<file path="src/sv/olst_pkg.sv">
// shared codes and types for the ordered array list
// no dependencies
`timescale 1ns / 1ps

package olst_pkg;

  localparam int KindW   = 3;
  localparam int PosW    = 5;
  localparam int DataW   = 32;
  localparam int StatusW = 2;

  localparam logic [KindW-1:0] KIND_INSERT = 3'd0;
  localparam logic [KindW-1:0] KIND_REMOVE = 3'd1;
  localparam logic [KindW-1:0] KIND_MODIFY = 3'd2;
  localparam logic [KindW-1:0] KIND_READ   = 3'd3;
  localparam logic [KindW-1:0] KIND_FIND   = 3'd4;

  localparam logic [StatusW-1:0] STAT_FOUND     = 2'd0;
  localparam logic [StatusW-1:0] STAT_NOT_FOUND = 2'd1;
  localparam logic [StatusW-1:0] STAT_EMPTY     = 2'd2;

  typedef struct packed {
    logic last;
    logic hit;
  } olst_flags_t;

endpackage

</file>
<file path="src/sv/olst_mem.sv">
// entry storage: one write port, one read port with registered read data
// depends on olst_pkg
`timescale 1ns / 1ps

module olst_mem
  import olst_pkg::*;
#(
  parameter int DEPTH = 16,
  parameter int AW    = 4
) (
  input  logic             clk,
  input  logic             we,
  input  logic [AW-1:0]    waddr,
  input  logic [DataW-1:0] wdata,
  input  logic             re,
  input  logic [AW-1:0]    raddr,
  output logic [DataW-1:0] rdata
);

  logic [DataW-1:0] mem [DEPTH];

  always_ff @(posedge clk) begin
    if (we) begin
      mem[waddr] <= wdata;
    end
  end

  always_ff @(posedge clk) begin
    if (re) begin
      rdata <= mem[raddr];
    end
  end

endmodule

</file>
<file path="src/sv/olst_unit.sv">
// shared step unit: index step, shift target, end-of-range and match compare
// depends on olst_pkg
`timescale 1ns / 1ps

module olst_unit
  import olst_pkg::*;
#(
  parameter int AW = 4
) (
  input  logic [AW-1:0]    idx,
  input  logic             inc,
  input  logic [AW-1:0]    stop,
  input  logic [DataW-1:0] rdata,
  input  logic [DataW-1:0] key,
  output logic [AW-1:0]    idx_next,
  output logic [AW-1:0]    waddr,
  output olst_flags_t      flags
);

  always_comb begin
    idx_next   = inc ? idx + 1'b1 : idx - 1'b1;
    waddr      = inc ? idx - 1'b1 : idx + 1'b1;
    flags.last = (idx == stop);
    flags.hit  = (rdata == key);
  end

endmodule

</file>
<file path="src/sv/ordered_array_list.sv">
// ordered array list: bounded list of signed 32-bit words, 1-based positions
// an input item carries kind, position and value; each item returns one result item
// with ok, read_value, found_position, search_status, count, is_empty and is_full.
// both channels are valid/ready; an item moves when valid and ready are high together.
// in_ready is high only while the sequencer is idle: one item is worked at a time.
// the entries sit in a single-port-write, single-port-read memory; a shared step
// unit walks them one entry at a time (read, then write or compare).
// insert shifts the entries from the end down to position up by one, then writes
//   the value; remove shifts the later entries down by one; modify writes in place;
//   read reads one entry; find compares from the first entry to a hit or the end.
// refused items skip the memory; the longest item is a find over a full list.
// a finished result waits in the output register; the next item is taken while it
// waits, and a further result holds inside until the receiver takes the first one.
// reset (rst, synchronous) empties the list and drops out_valid; no clearing pass.
// depends on olst_pkg, olst_mem, olst_unit
`timescale 1ns / 1ps

module ordered_array_list
  import olst_pkg::*;
#(
  parameter int CAPACITY = 16
) (
  input  logic                      clk,
  input  logic                      rst,
  input  logic                      in_valid,
  output logic                      in_ready,
  input  logic [KindW-1:0]          kind,
  input  logic [PosW-1:0]           position,
  input  logic signed [DataW-1:0]   value,
  output logic                      out_valid,
  input  logic                      out_ready,
  output logic                      ok,
  output logic signed [DataW-1:0]   read_value,
  output logic [PosW-1:0]           found_position,
  output logic [StatusW-1:0]        search_status,
  output logic [PosW-1:0]           count,
  output logic                      is_empty,
  output logic                      is_full
);

  localparam int AW = $clog2(CAPACITY);
  localparam int CW = $clog2(CAPACITY + 1);
  localparam int PW = ((CW > PosW) ? CW : PosW) + 1;
  localparam logic [CW-1:0] CapCount = CW'(CAPACITY);

  typedef enum logic [2:0] {
    S_IDLE, S_SHIFT_RD, S_SHIFT_WR, S_FILL, S_READ_RD, S_READ_DATA,
    S_FIND_RD, S_FIND_CMP
  } state_t;

  state_t state;
  logic   pending;

  logic [CW-1:0]     cnt;
  logic [KindW-1:0]  kind_r;
  logic [DataW-1:0]  val_r;
  logic [AW-1:0]     idx, stop, pidx;
  logic              inc;

  logic              st_ok;
  logic [DataW-1:0]  st_rd;
  logic [PosW-1:0]   st_fpos;
  logic [StatusW-1:0] st_status;

  logic [PW-1:0]     pos_ext, cnt_ext;
  logic              ins_ok, acc_ok;
  logic [AW-1:0]     pos_idx;

  logic              we, re;
  logic [AW-1:0]     waddr, raddr, unit_waddr, idx_next;
  logic [DataW-1:0]  wdata, rdata;
  olst_flags_t       flags;
  logic              load_out;

  assign pos_ext = PW'(position);
  assign cnt_ext = PW'(cnt);
  assign pos_idx = AW'(pos_ext - 1'b1);
  assign ins_ok  = (cnt < CapCount) && (position != '0) && (pos_ext <= cnt_ext + 1'b1);
  assign acc_ok  = (position != '0) && (pos_ext <= cnt_ext);

  assign in_ready = (state == S_IDLE) && !pending;
  assign load_out = pending && (!out_valid || out_ready);

  olst_unit #(.AW(AW)) u_unit (
    .idx      (idx),
    .inc      (inc),
    .stop     (stop),
    .rdata    (rdata),
    .key      (val_r),
    .idx_next (idx_next),
    .waddr    (unit_waddr),
    .flags    (flags)
  );

  olst_mem #(.DEPTH(CAPACITY), .AW(AW)) u_mem (
    .clk   (clk),
    .we    (we),
    .waddr (waddr),
    .wdata (wdata),
    .re    (re),
    .raddr (raddr),
    .rdata (rdata)
  );

  always_comb begin
    we    = 1'b0;
    waddr = unit_waddr;
    wdata = rdata;
    re    = 1'b0;
    raddr = idx;
    case (state)
      S_SHIFT_RD, S_READ_RD, S_FIND_RD: begin
        re = 1'b1;
      end
      S_SHIFT_WR: begin
        we = 1'b1;
      end
      S_FILL: begin
        we    = 1'b1;
        waddr = pidx;
        wdata = val_r;
      end
      default: begin
      end
    endcase
  end

  always_ff @(posedge clk) begin
    if (rst) begin
      state     <= S_IDLE;
      pending   <= 1'b0;
      out_valid <= 1'b0;
      cnt       <= '0;
    end else begin
      if (load_out) begin
        out_valid      <= 1'b1;
        pending        <= 1'b0;
        ok             <= st_ok;
        read_value     <= st_rd;
        found_position <= st_fpos;
        search_status  <= st_status;
        count          <= PosW'(cnt);
        is_empty       <= (cnt == '0);
        is_full        <= (cnt == CapCount);
      end else if (out_ready) begin
        out_valid <= 1'b0;
      end

      case (state)
        S_IDLE: begin
          if (in_valid && in_ready) begin
            kind_r  <= kind;
            val_r   <= value;
            pidx    <= pos_idx;
            st_rd   <= '0;
            st_fpos <= '0;
            case (kind)
              KIND_INSERT: begin
                st_ok     <= 1'b0;
                st_status <= STAT_FOUND;
                pending   <= !ins_ok;
                if (ins_ok) begin
                  if (pos_ext - 1'b1 == cnt_ext) begin
                    state <= S_FILL;
                  end else begin
                    idx   <= AW'(cnt - 1'b1);
                    stop  <= pos_idx;
                    inc   <= 1'b0;
                    state <= S_SHIFT_RD;
                  end
                end
              end
              KIND_REMOVE: begin
                st_status <= STAT_FOUND;
                if (acc_ok && (pos_ext != cnt_ext)) begin
                  st_ok   <= 1'b0;
                  pending <= 1'b0;
                  idx     <= AW'(pos_ext);
                  stop    <= AW'(cnt - 1'b1);
                  inc     <= 1'b1;
                  state   <= S_SHIFT_RD;
                end else begin
                  st_ok   <= acc_ok;
                  pending <= 1'b1;
                  if (acc_ok) begin
                    cnt <= cnt - 1'b1;
                  end
                end
              end
              KIND_MODIFY: begin
                st_ok     <= 1'b0;
                st_status <= STAT_FOUND;
                pending   <= !acc_ok;
                if (acc_ok) begin
                  state <= S_FILL;
                end
              end
              KIND_READ: begin
                st_ok     <= 1'b0;
                st_status <= STAT_FOUND;
                pending   <= !acc_ok;
                if (acc_ok) begin
                  idx   <= pos_idx;
                  state <= S_READ_RD;
                end
              end
              KIND_FIND: begin
                st_ok <= 1'b0;
                if (cnt == '0) begin
                  st_status <= STAT_EMPTY;
                  pending   <= 1'b1;
                end else begin
                  st_status <= STAT_FOUND;
                  pending   <= 1'b0;
                  idx       <= '0;
                  stop      <= AW'(cnt - 1'b1);
                  inc       <= 1'b1;
                  state     <= S_FIND_RD;
                end
              end
              default: begin
                st_ok     <= 1'b0;
                st_status <= STAT_FOUND;
                pending   <= 1'b1;
              end
            endcase
          end
        end
        S_SHIFT_RD: begin
          state <= S_SHIFT_WR;
        end
        S_SHIFT_WR: begin
          if (flags.last) begin
            if (kind_r == KIND_INSERT) begin
              state <= S_FILL;
            end else begin
              cnt     <= cnt - 1'b1;
              st_ok   <= 1'b1;
              pending <= 1'b1;
              state   <= S_IDLE;
            end
          end else begin
            idx   <= idx_next;
            state <= S_SHIFT_RD;
          end
        end
        S_FILL: begin
          if (kind_r == KIND_INSERT) begin
            cnt <= cnt + 1'b1;
          end
          st_ok   <= 1'b1;
          pending <= 1'b1;
          state   <= S_IDLE;
        end
        S_READ_RD: begin
          state <= S_READ_DATA;
        end
        S_READ_DATA: begin
          st_rd   <= rdata;
          st_ok   <= 1'b1;
          pending <= 1'b1;
          state   <= S_IDLE;
        end
        S_FIND_RD: begin
          state <= S_FIND_CMP;
        end
        S_FIND_CMP: begin
          if (flags.hit) begin
            st_fpos   <= PosW'({1'b0, idx} + 1'b1);
            st_status <= STAT_FOUND;
            pending   <= 1'b1;
            state     <= S_IDLE;
          end else if (flags.last) begin
            st_status <= STAT_NOT_FOUND;
            pending   <= 1'b1;
            state     <= S_IDLE;
          end else begin
            idx   <= idx_next;
            state <= S_FIND_RD;
          end
        end
        default: begin
          state <= S_IDLE;
        end
      endcase
    end
  end

endmodule

</file>
<file path="config.mk">
export PLATFORM = sky130hd
export DESIGN_NAME = ordered_array_list
export DESIGN_NICKNAME = d
export VERILOG_FILES = /design/src/sv/olst_pkg.sv /design/src/sv/olst_mem.sv /design/src/sv/olst_unit.sv /design/src/sv/ordered_array_list.sv
export SDC_FILE = /design/constraint.sdc
export NUM_CORES = 1
export LEC_CHECK = 0
export BUFFER_PORTS_ARGS = -buffer_cell sky130_fd_sc_hd__buf_2
export CAP_MARGIN = 20
export CELL_PAD_IN_SITES_DETAIL_PLACEMENT = 0
export CELL_PAD_IN_SITES_GLOBAL_PLACEMENT = 1
export CORE_MARGIN = 2
export CORE_UTILIZATION = 34
export CTS_BUF_LIST = sky130_fd_sc_hd__clkbuf_8
export CTS_CLUSTER_SIZE = 14
export DETAILED_ROUTE_END_ITERATION = 6
export GPL_TIMING_DRIVEN = 0
export PLACE_DENSITY_LB_ADDON = 0.1
export SYNTH_ARGS = -nofsm -noshare
export SYNTH_HDL_FRONTEND = slang
export SYNTH_SLANG_ARGS = --single-unit
export TNS_END_PERCENT = 50
</file>
<file path="constraint.sdc">
create_clock -name clk -period 6.2 [get_ports clk]
set_input_delay 0.62 -clock clk [delete_from_list [all_inputs] [get_ports clk]]
set_output_delay 0.62 -clock clk [all_outputs]
set_load 0.02 [all_outputs]
</file>
==> results of run 1 <==
[stage by stage]
| stage | worst slack, ns | area, sq um | hold slack (ns) |
|---|---|---|---|
| global route | 1.059 | 32010 | 0.03085 |
| CTS | 0.9479 | 31920 | 0.0002596 |
| global placement | -2.160 | 28880 | 0.4021 |
| floorplan | 1.373 | 27110 | 0.4003 |
| finish | 1.274 | 32010 | 0.08965 |
| detailed placement | 0.9759 | 29780 | 0.4045 |
[sequential cells by signal (all words and copies together) (netlist names), 4 cells and up]
name	flops
found_position	5
cnt	5
st_rd	32
read_value	32
idx	4
u_mem.mem	512
pidx	4
stop	4
u_mem.rdata	32
count	5
st_fpos	5
val_r	32
[final timing paths]
kind,from,endpoint,slack (ns),depth (start not counted)
worst max register to register,idx[1],u_mem.mem[4][8],1.27,12
worst min register to register,st_ok,ok,0.41,0
worst max-delay path,idx[1],u_mem.mem[4][8],1.27,12
worst min-delay path,value[11],val_r[11],0.09,1
[worst max-delay path, delay by kind of cell (launching register included)]
kind                     cells  cell delay, ns
buffers and inverters        6            2.18
AND/OR/NAND/NOR              3            1.19
flip-flops                   1            0.35
adder cells (fa/ha/maj)      1            0.34
multiplexers                 1            0.33
XOR/XNOR                     1            0.19
[layout make-up]
cell class              instances  area share (%)
clock buffers                 121           5.202
flip-flops and latches        689           64.31
repair buffers                144           4.229
multi-input cells             520           19.87
inverters                      20          0.2345
clock inverters                88           1.278
plain buffers                  58          0.7582
well taps                    1050           4.104
diodes                          2         0.01563
[kinds of logic (layout without fill, tap and decap cells)]
family	count (synthesis)	after routing	share of synthesized area [%]
compound gates	71	71	1.721
xor+xnor	55	55	1.777
fa+ha+maj	15	15	0.6923
buf+inv	78	431	1.172
flops	689	689	75.95
mux	207	207	15.20
other cells	0	2	0
simple gates	172	172	3.494
[routing by layer]
layer / share of wire (%) / vias to the layer above / track usage (%) / wire [microns]
li1: - / 5858 / - / -
met1: 45 / 7106 / 25.02 / 32810
met2: 47 / 341 / 28.92 / 34370
met3: 4.6 / 118 / 3.514 / 3330
met4: 2.6 / 0 / 6.113 / 1895
met5: 0 / - / 0 / 0
[cells in the mapped netlist (all sizes together) (7+ instances only)]
cell type  count
edfxtp       679
mux4         160
xor2          41
and2          37
mux2          37
nor2          36
clkbuf        30
buf           28
nand2         26
a21oi         20
inv           20
o21ai         17
ha            15
nand3         14
xnor2         14
nor3          11
nor4          11
dfxtp         10
mux2i         10
nand2b         7
[what timing repair did]
item	in CTS	in global routing
setup endpoints to repair	0	0
hold buffers	6	0
hold endpoints to repair	6	0
[power by group through the flow]
stage	Clock (W)	Combinational, W	Sequential [W]
6_report	0.00367	0.00247	0.00595
5_1_grt	0.00402	0.00269	0.00598
4_1_cts	0.00381	0.00252	0.00595
3_5_place_dp	0	0.00251	0.00605
3_3_place_gp	0	0.00232	0.00610
2_1_floorplan	0	0.00144	0.00605
==> metrics.txt, run 1 <==
status finished, final reports clean; Max FO, Critical Path 18; DRC 0; dpl cells 2,468; 1st-iter DRT viols 1,067; Sw Share 29.19%; mean post-synth cell area 21.07 sq um; Worst Hold Class in2reg; Multi-input gate area 6360 sq um; # Post-CTS Setup Buffers 0; TritonCTS clock tree yes; sequential area share after synthesis 75.95%; crit path DAT 5.32 ns; synth unique cells 60; number of enable flip-flop cells after synthesis 679; Num Clock Sinks 689; Mapped Area 27,110 sq um; Vias 13,420; Area contributors post-synth edfxtp_1, mux4_2, mux2_1, xor2_1, and2_1; fillcell total 7,125; relative slew slack 23.62%; # IOs 93; Flop pwr share 49.2%; Clock Latency Late Sink 0.72 ns; TritonRoute pass-1 iters 5; Synth Register Bits 689; first-pass GRT wire length 104,800 microns; GRT Util Overall 18.13%; Post-Syn Instances 1,287; final hold violation count 0; CTS Root Cell clkbuf_8; Clock Pin Slew Worst Setup and Hold Paths 0.07 ns; Pins Over Slew Limit 0; share of layout cells above drive strength 1 29.70%; Mapped Nets 1,346; Final #Nets 1,610; final worst path period need 4.926 ns; crit share post-route 79.45%; Clk pwr share 30.3%; Synth area leader edfxtp_1; CP peak stage delay 0.74 ns; PortBufs 91; Worst Skew 0.03660 ns; CP Class reg2reg; final wirelength 72,410 microns; Initial Util 34.32%; RSZ-0062 raised after global routing no; die height 286.4 microns; Post-CTS Resized 0; switching pwr 0.003528 W; startpoint class of the critical path register; CTS buffer count 118; slowest CP cell nor2_4; share of the core filled with cells 40.52%; Die ar. 82,010 sq um; combinational power share 20.5%; Total Neg Setup Slack 0 ns; Ys Warns 0; Layout area overhead 18.09%; Int Power 0.008561 W; number of global-route vias before repair 14,370; Routed wire per std cell 26.90 microns; Peak VDD IR 0.1632 mV; commonest non-fill, non-tap cell in the layout edfxtp_1; Finished Layout Cells 2,692; Std-Cell Core Area 79,000 sq um; register area 20,590 sq um; DR vias/cell 4.986; Die W 286.4 microns; clock buffer depth 3; total power draw 0.01209 W; cell mode on critical path clkbuf_1; Leak Pwr 10.36 nW; Power Dens Cells 377.6 nW/um^2; antenna violations before repair 4; FP Rows 103; Post-DP HPWL 47,390 microns; aggregate global routing overflow 0; Crit. End Element register; fmax 203.0 MHz; Max-cap violations 0; Final Setup Violations 0; Worst Tran Pin Value 1.146 ns; CTS H-Tree Depth 3; pin count of the biggest net entering global routing 22; Worst EP required 6.59 ns; most frequent cells in the layout edfxtp_1, mux4_2, clkbuf_8; Synth top area share 75.21%; Critical Path, Cell by Cell clkbuf_1 > clkbuf_1 > buf_1 > buf_6 > inv_1 > ha_1 > xor2_1 > mux2_2 > nor2b_1 > nand2_1 > nor2_4 > buf_12; DRT antenna net count 0; Async SR Flop Fraction 0%; GP Congestion 0.7808; ys flop type edfxtp_1
(Power assumes the default switching activity.)
==> inputs of run 2 (changes only) <==
==> constraint.sdc (replaced) <==
create_clock -name clk -period 3.95 [get_ports clk]
set_input_delay 0.395 -clock clk [delete_from_list [all_inputs] [get_ports clk]]
set_output_delay 0.395 -clock clk [all_outputs]
set_load 0.02 [all_outputs]
==> run 2 against run 1 <==
Compared with the run above: worst hold slack improved by 0.18 ns; worst setup slack got worse by 1.0 ns; global-route usage decreased by 0.074 points; critical path depth decreased by 1; first-iteration DRC count increased by 2.5%; highest routed layer unchanged; power increased by 59%; via count increased by 1.3%; fmax increased by 34%; clock power increased by 60%.
==> metrics.txt, run 2 (synthesis results as in run 1) <==
status finished, final reports clean (unchanged); Worst Skew 0.05217 ns (was 0.03660 ns); GRT met1 Usage 24.83% (was 25.02%); # IOs 93 (unchanged); crit path DAT 4.09 ns (was 5.32 ns); first-pass GRT wire length 104,100 microns (was 104,800 microns); Finished Layout Cells 2,738 (was 2,692); Crit. End Element register (unchanged); Die W 286.4 microns (unchanged); slowest CP cell nor2_4 (unchanged); share of the core filled with cells 41.27% (was 40.52%); R2R cell count 11 (was 12); Worst EP required 4.36 ns (was 6.59 ns); number of flip-flops in the largest register 512 (unchanged); pin count of the biggest net entering global routing 22 (unchanged); Num Clock Sinks 689 (unchanged); met3 Track Usage GR 2.822% (was 3.514%); Max-cap violations 0 (unchanged); aggregate global routing overflow 0 (unchanged); final hold violation count 0 (unchanged); RSZ-0062 raised after global routing yes (was no); Layout area overhead 20.25% (was 18.09%); dpl cells 2,464 (was 2,468); Worst Tran Pin Value 1.178 ns (was 1.146 ns); commonest non-fill, non-tap cell in the layout edfxtp_1 (unchanged); Endpoint, Worst Hold state[0] (was val_r[11]); die height 286.4 microns (unchanged); Initial Util 34.32% (unchanged); clock buffer depth 3 (unchanged); Critical Path, Cell by Cell clkbuf_2 > clkbuf_4 > buf_4 > inv_1 > ha_1 > xor2_1 > mux2_2 > nand3_1 > nor2_4 > buf_16 > buf_16 (was clkbuf_1 > clkbuf_1 > buf_1 > buf_6 > inv_1 > ha_1 > xor2_1 > mux2_2 > nor2b_1 > nand2_1 > nor2_4 > buf_12); fin area 32,600 sq um (was 32,010 sq um); Vias 13,590 (was 13,420); final wirelength 72,790 microns (was 72,410 microns); layer with the highest usage met2 (unchanged); antenna violations before repair 2 (was 4); Most flops, register u_mem.mem (unchanged); startpoint class of the critical path register (unchanged); GRT Util Overall 18.06% (was 18.13%); Critical R2R Launch idx[1] (unchanged); CTS Root Cell clkbuf_8 (unchanged); TritonCTS clock tree yes (unchanged); fmax 271.5 MHz (was 203.0 MHz); Routed wire per std cell 26.59 microns (was 26.90 microns); Die ar. 82,010 sq um (unchanged); Peak VDD IR 0.2618 mV (was 0.1632 mV); GP Congestion 0.7763 (was 0.7808); crit share post-route 93.26% (was 79.45%); hold depth 2 (was 1); share of layout cells above drive strength 1 29.77% (was 29.70%); DRT antenna net count 0 (unchanged); Clock Pin Slew Worst Setup and Hold Paths 0.06 ns (was 0.07 ns); setup slack, reg-to-reg 0.27 ns (was 1.27 ns); Max FO, Critical Path 15 (was 18); DRC 0 (unchanged); CP Class reg2reg (unchanged); relative slew slack 21.46% (was 23.62%); Worst Hold Class in2reg (unchanged); PortBufs 91 (unchanged); Pins Over Slew Limit 0 (unchanged); met2 Use GR 29.10% (was 28.92%); final worst path period need 3.684 ns (was 4.926 ns); DP Area 29,790 sq um (was 29,780 sq um); Final Setup Violations 0 (unchanged); 1st-iter DRT viols 1,094 (was 1,067); Std-Cell Core Area 79,000 sq um (unchanged); Post-DP HPWL 47,130 microns (was 47,390 microns); Leak Pwr 10.64 nW (was 10.36 nW); cell mode on critical path buf_16 (was clkbuf_1); DR vias/cell 4.964 (was 4.986); most frequent cells in the layout edfxtp_1, mux4_2, clkbuf_8 (unchanged); Hold Startpoint rst (was value[11]); CP peak stage delay 0.50 ns (was 0.74 ns); CTS buffer count 118 (unchanged); number of global-route vias before repair 14,430 (was 14,370); Power Dens Cells 589.0 nW/um^2 (was 377.6 nW/um^2); FP Rows 103 (unchanged); Clock Latency Late Sink 0.73 ns (was 0.72 ns); Final #Nets 1,650 (was 1,610); TritonRoute pass-1 iters 7 (was 5); RR Endpoint u_mem.mem[15][15] (was u_mem.mem[4][8]); CTS H-Tree Depth 3 (unchanged)
run 2: changes by cell type in the layout (fill, tap and decap cells not counted), moves of 3 or more:
cell	previous run	this run
buf_1	13	10
buf_4	2	9
clkbuf_1	30	27
buf_12	19	24
buf_6	7	1
dlygate4sd3_1	6	37
inv_1	49	56
buf_16	8	12
clkbuf_2	0	3
run 2: repair_timing:
item                       in CTS  in global routing
buffers inserted               15                  2
gates cloned                    0                  0
hold endpoints to repair       37                  0
setup endpoints to repair     512                 66
pin swaps                      14                  3
resized for setup              11                  3
hold buffers                   37                  0
run 2: metal layers:
layer	wire length [microns]	vias up	share of wire [%]
li1	-	5939	-
met1	32980	7187	45
met2	34370	346	47
met3	3190	120	4.4
met4	2260	0	3.1
met5	0	-	0
run 2: through the flow:
stage | power, W | TNS, ns | setup slack, ns | hold WS, ns
2_1_floorplan | 0.01175 | -26.94 | -0.1417 | 0.4003
3_3_place_gp | 0.01324 | -2079.70 | -4.042 | 0.4019
3_5_place_dp | 0.01349 | -513.50 | -1.306 | 0.4045
4_1_cts | 0.01951 | 0 | 0.02944 | 0.1863
5_1_grt | 0.02009 | -0.2368 | -0.03155 | 0.2905
6_report | 0.01920 | 0 | 0.2661 | 0.2701
run 2: layout make-up:
type                       instances  area, sq um
fill                            7051        46400
sequential                       689        20590
multi-input combinational        520         6369
timing repair buffer             184         1862
clock buffer                     119         1638
tap                             1050         1314
clock inverter                    96        486.7
buffer                            58        261.5
inverter                          20        75.07
antenna                            2        5.005
run 2: how the worst max path moves through the flow:
stage	endpoint	cells after the start	slack, ns	from
final	u_mem.mem[15][15]	11	0.27	idx[1]
after global routing	st_rd[11]	7	-0.03	state[0]
after CTS	u_mem.mem[2][8]	9	0.03	state[1]
after detailed placement	u_mem.mem[9][11]	11	-1.31	idx[1]
after global placement	u_mem.rdata[22]	3	-4.04	state[0]
after floorplan	u_mem.mem[12][0]	10	-0.14	idx[1]
run 2: critical path: cells and delay by family (launching register included):
family | cells | cell delay (ns)
AND/OR/NAND/NOR | 2 | 0.82
adder cells (fa/ha/maj) | 1 | 0.34
XOR/XNOR | 1 | 0.21
multiplexers | 1 | 0.22
buffers and inverters | 6 | 1.40
flip-flops | 1 | 0.35
run 2: power by group:
part	switching [W]	internal, W
clock	0.00289	0.00299
sequential	0.000230	0.00910
combinational	0.00250	0.00148
total	0.00563	0.0136
